===== config.mk =====
export PLATFORM = sky130hd
export DESIGN_NAME = ciea_flow
export DESIGN_NICKNAME = d
export VERILOG_FILES = /design/src/ciea_flow.sv
export SDC_FILE = /design/constraint.sdc
export NUM_CORES = 1
export LEC_CHECK = 0
export BUFFER_PORTS_ARGS = -buffer_cell sky130_fd_sc_hd__buf_4
export CORE_AREA = 2 2 39 41
export CTS_CLUSTER_DIAMETER = 40
export DETAILED_ROUTE_END_ITERATION = 12
export DIE_AREA = 0 0 41 43
export GPL_TIMING_DRIVEN = 0
export PLACE_DENSITY = 0.4
export SYNTH_ARGS = -nofsm -noshare
export SYNTH_HDL_FRONTEND = slang
export SYNTH_SLANG_ARGS = --single-unit

===== constraint.sdc =====
create_clock -name aclk -period 1.6 [get_ports aclk]
set_clock_uncertainty 0.2 [all_clocks]
set_input_delay 0.32 -clock aclk [delete_from_list [all_inputs] [get_ports aclk]]
set_output_delay 0.32 -clock aclk [all_outputs]
set_load 0.05 [all_outputs]

===== src/ciea_flow.sv =====
// ----------------------------------------------------------------------------
// ciea_flow - valid/ready flow control of the stage chain
// Per-stage valid bits; a stage loads when it is empty or its successor loads.
// ----------------------------------------------------------------------------
`default_nettype none

module ciea_flow #(
    parameter int DEPTH = 6
) (
    input  wire logic             aclk,
    input  wire logic             aresetn,
    input  wire logic             in_valid,
    output logic                  in_ready,
    input  wire logic             out_ready,
    output logic [DEPTH-1:0]      stage_en,
    output logic                  out_valid
);

    logic [DEPTH-1:0] vld_reg;
    logic [DEPTH-1:0] vld_next;
    logic [DEPTH:0]   rdy;

    always_comb begin
        rdy[DEPTH] = out_ready;
        for (int k = DEPTH - 1; k >= 0; k--) begin
            rdy[k] = !vld_reg[k] || rdy[k+1];
        end
    end

    always_comb begin
        vld_next = vld_reg;
        if (rdy[0]) begin
            vld_next[0] = in_valid;
        end
        for (int k = 1; k < DEPTH; k++) begin
            if (rdy[k]) begin
                vld_next[k] = vld_reg[k-1];
            end
        end
    end

    always_ff @(posedge aclk) begin
        if (!aresetn) begin
            vld_reg <= '0;
        end else begin
            vld_reg <= vld_next;
        end
    end

    assign in_ready  = rdy[0];
    assign stage_en  = rdy[DEPTH-1:0];
    assign out_valid = vld_reg[DEPTH-1];

endmodule : ciea_flow

`default_nettype wire


==> metrics <==
Final Max Slew Viols=0; number of fill cells=140; CTS Hold Bufs=0; Crit path largest cell delay=0.33 ns; RD Place Congestion=0.694; IO Pins=12; DIE AREA=0.00176 mm2; Detail Placement HPWL=413 um; wire per inst=8.27 um; Switching Share=19.9%; Comb pwr share=5.2%; Slew HR=90.5%; DRC=0; Yosys top cell by area=dfxtp_1; Post-Place Cells=54; total iterations of the first detailed-routing run=2; clk root buf=clkbuf_4; status=finished with violations; synthesized netlist net count=31; WHS=0.102 ns; violations in the final reports=setup timing; PortBufs=11; GRT Util Overall=8.55%; Mapped Area=241 um2; crit path cell chain=and4b_2 -> clkinvlp_4 -> nor2_4 -> inv_6 -> buf_8 -> buf_8; flops & latches, synth=6; Post-Syn Instances=27; cell leakage power=0.199 nW; worst-case vdd ir drop=0.000293 V; Core Region=0.00138 mm2; Slew @ Worst Pin=0.143 ns; CTS H-tree lvls=1; Crit path required time=1.08 ns; Non-Filler Instances=63; sequential area share after synthesis=49.7%; R2R setup slack=0.20 ns; metal2 WL=294 um; setup_tns=-1.11 ns; Max Root-Sink Buffers=2; Max Used Layer=met4; CP max-delay cell=dfxtp_4; crit start category=register; Synth cell types=13; TritonCTS clock tree=built; crit share post-route=117%; Final Util=35.3%; Via Count=249; crit path time final=1.88 ns; Peak Freq=533 MHz; Die W=41 um; WP data arrival=1.36 ns; crit path max fanout=2; wl on met1=180 um; Layout area overhead=102%; Yosys warning count=0; MaxCap Viol Count=0; Worst-Skew Late Latency=0.24 ns; final WL=521 um; grt ovf=0; RSZ-0062 raised after global routing=yes; met3 WL post-DR=18 um; placed cell areas=375 um2; Overall Power=0.320 mW; NetSw=0.0636 mW; Power Density=656 mW/mm2; setup ws final=-0.277 ns; share of layout cells above drive strength 1=72.3%; clock slew at reported path FFs=0.05 ns; Sinks on Clock Net=6; Via density=3.95; post-layout net count=52; vias in the first global route=272; average size of a mapped cell=8.94 um2; CP endpoint kind=primary output; final hold vios=0; # setup viols final=6; largest net degree at the start of global routing=8; Setup Slack @ Placement=-0.260 ns; Final Cell Area=488 um2; Hold Path Class=in2reg; critical path class=reg2out; antenna cells=0; Synth area leaders=dfxtp_1 50%, o21a_1 12%, nand2_1 6.2%, nor2b_1 5.2%, inv_1 4.7%; DRT iter0 DRCs=2; CP most frequent cell=buf_8; share of the synthesized area in the top cell type=49.7%; initial antenna violation count=0; die height=43 um; Num CTS Buffers=3; power share of the clock group=46.3%; P_int=0.256 mW; antenna-violating nets left=0; cell row count=14; first-pass GRT wire length=945 um; Sequential Power Share=48.5%; initial core utilization=17.5%; max FFs per register=6
-- cells in the final DEF, fill, tap and decap left out, drive strengths merged --
cell type and n:
nand2 4, o21a 4, nand3 1, nor2b 2, o21ai 1, dfxtp 6
and2 1, and4b 1, a21oi 1, nor2 1, clkinvlp 1, clkbuf 4
inv 3, buf 17
-- Yosys cell counts, drive strengths merged --
| cell type | count |
|---|---|
| nor2b | 2 |
| dfxtp | 6 |
| nor2 | 1 |
| nand3 | 1 |
| and4b | 1 |
| a21oi | 1 |
| and2 | 1 |
| o21ai | 1 |
| inv | 4 |
| buf | 1 |
| o21a | 4 |
| nand2 | 4 |
-- worst max-delay path, delay by kind of cell, from the launching register on --
family	cells	cell delay, ns
buffers and inverters	4	0.40
AND/OR/NAND/NOR	2	0.39
flip-flops	1	0.33
-- kinds of logic (layout without fill, tap and decap cells) --
kind of cell / Yosys count / after routing / synth area share (%)
and+or+nand+nor: 10 / 10 / 22.8
AOI/OAI and AO/OA: 6 / 6 / 18.1
DFF: 6 / 6 / 49.7
buffers and inverters: 5 / 25 / 9.33
-- what timing repair did --
| item | in CTS | in global routing |
|---|---|---|
| hold endpoints to repair | 0 | 0 |
| endpoints found under the setup margin | 7 | 7 |
| pin swaps | 2 | 2 |
| buffers inserted | 5 | 0 |
| gates resized for setup | 13 | 3 |
| gates cloned | 0 | 0 |
-- power groups by stage --
stage	logic (mW)	clock network, mW	registers, mW
floorplan	0.00532	0	0.158
global placement	0.0148	0	0.158
detailed placement	0.0151	0	0.158
CTS	0.0169	0.158	0.155
global route	0.0182	0.165	0.155
finish	0.0168	0.148	0.155
-- worst paths after layout --
check | from | endpoint | cells past startpoint
setup reg to reg | vld_reg[5]$_SDFFE_PN0P_ | vld_reg[1]$_SDFFE_PN0P_ | 6
hold / removal | in_valid | vld_reg[0]$_SDFFE_PN0P_ | 2
hold reg to reg | vld_reg[0]$_SDFFE_PN0P_ | vld_reg[1]$_SDFFE_PN0P_ | 2
setup / recovery | vld_reg[5]$_SDFFE_PN0P_ | stage_en[0] | 6
-- routing by layer --
layer | up-vias | GRT usage [%]
li1 | 128 | -
met1 | 110 | 7.77
met2 | 7 | 12.5
met3 | 4 | 1.57
met4 | 0 | 12.0
met5 | - | 0
-- final cells by class --
| type | instances | area (um2) | share of cell area (%) |
|---|---|---|---|
| Buffer | 1 | 15.0 | 3.08 |
| Clock buffer | 4 | 26.3 | 5.38 |
| Inverter | 4 | 26.3 | 5.38 |
| Multi-Input combinational cell | 16 | 120 | 24.6 |
| Sequential cell | 6 | 126 | 25.9 |
| Tap cell | 16 | 20.0 | 4.10 |
| Timing Repair Buffer | 16 | 154 | 31.5 |
Power figures use the tool's default switching activity.
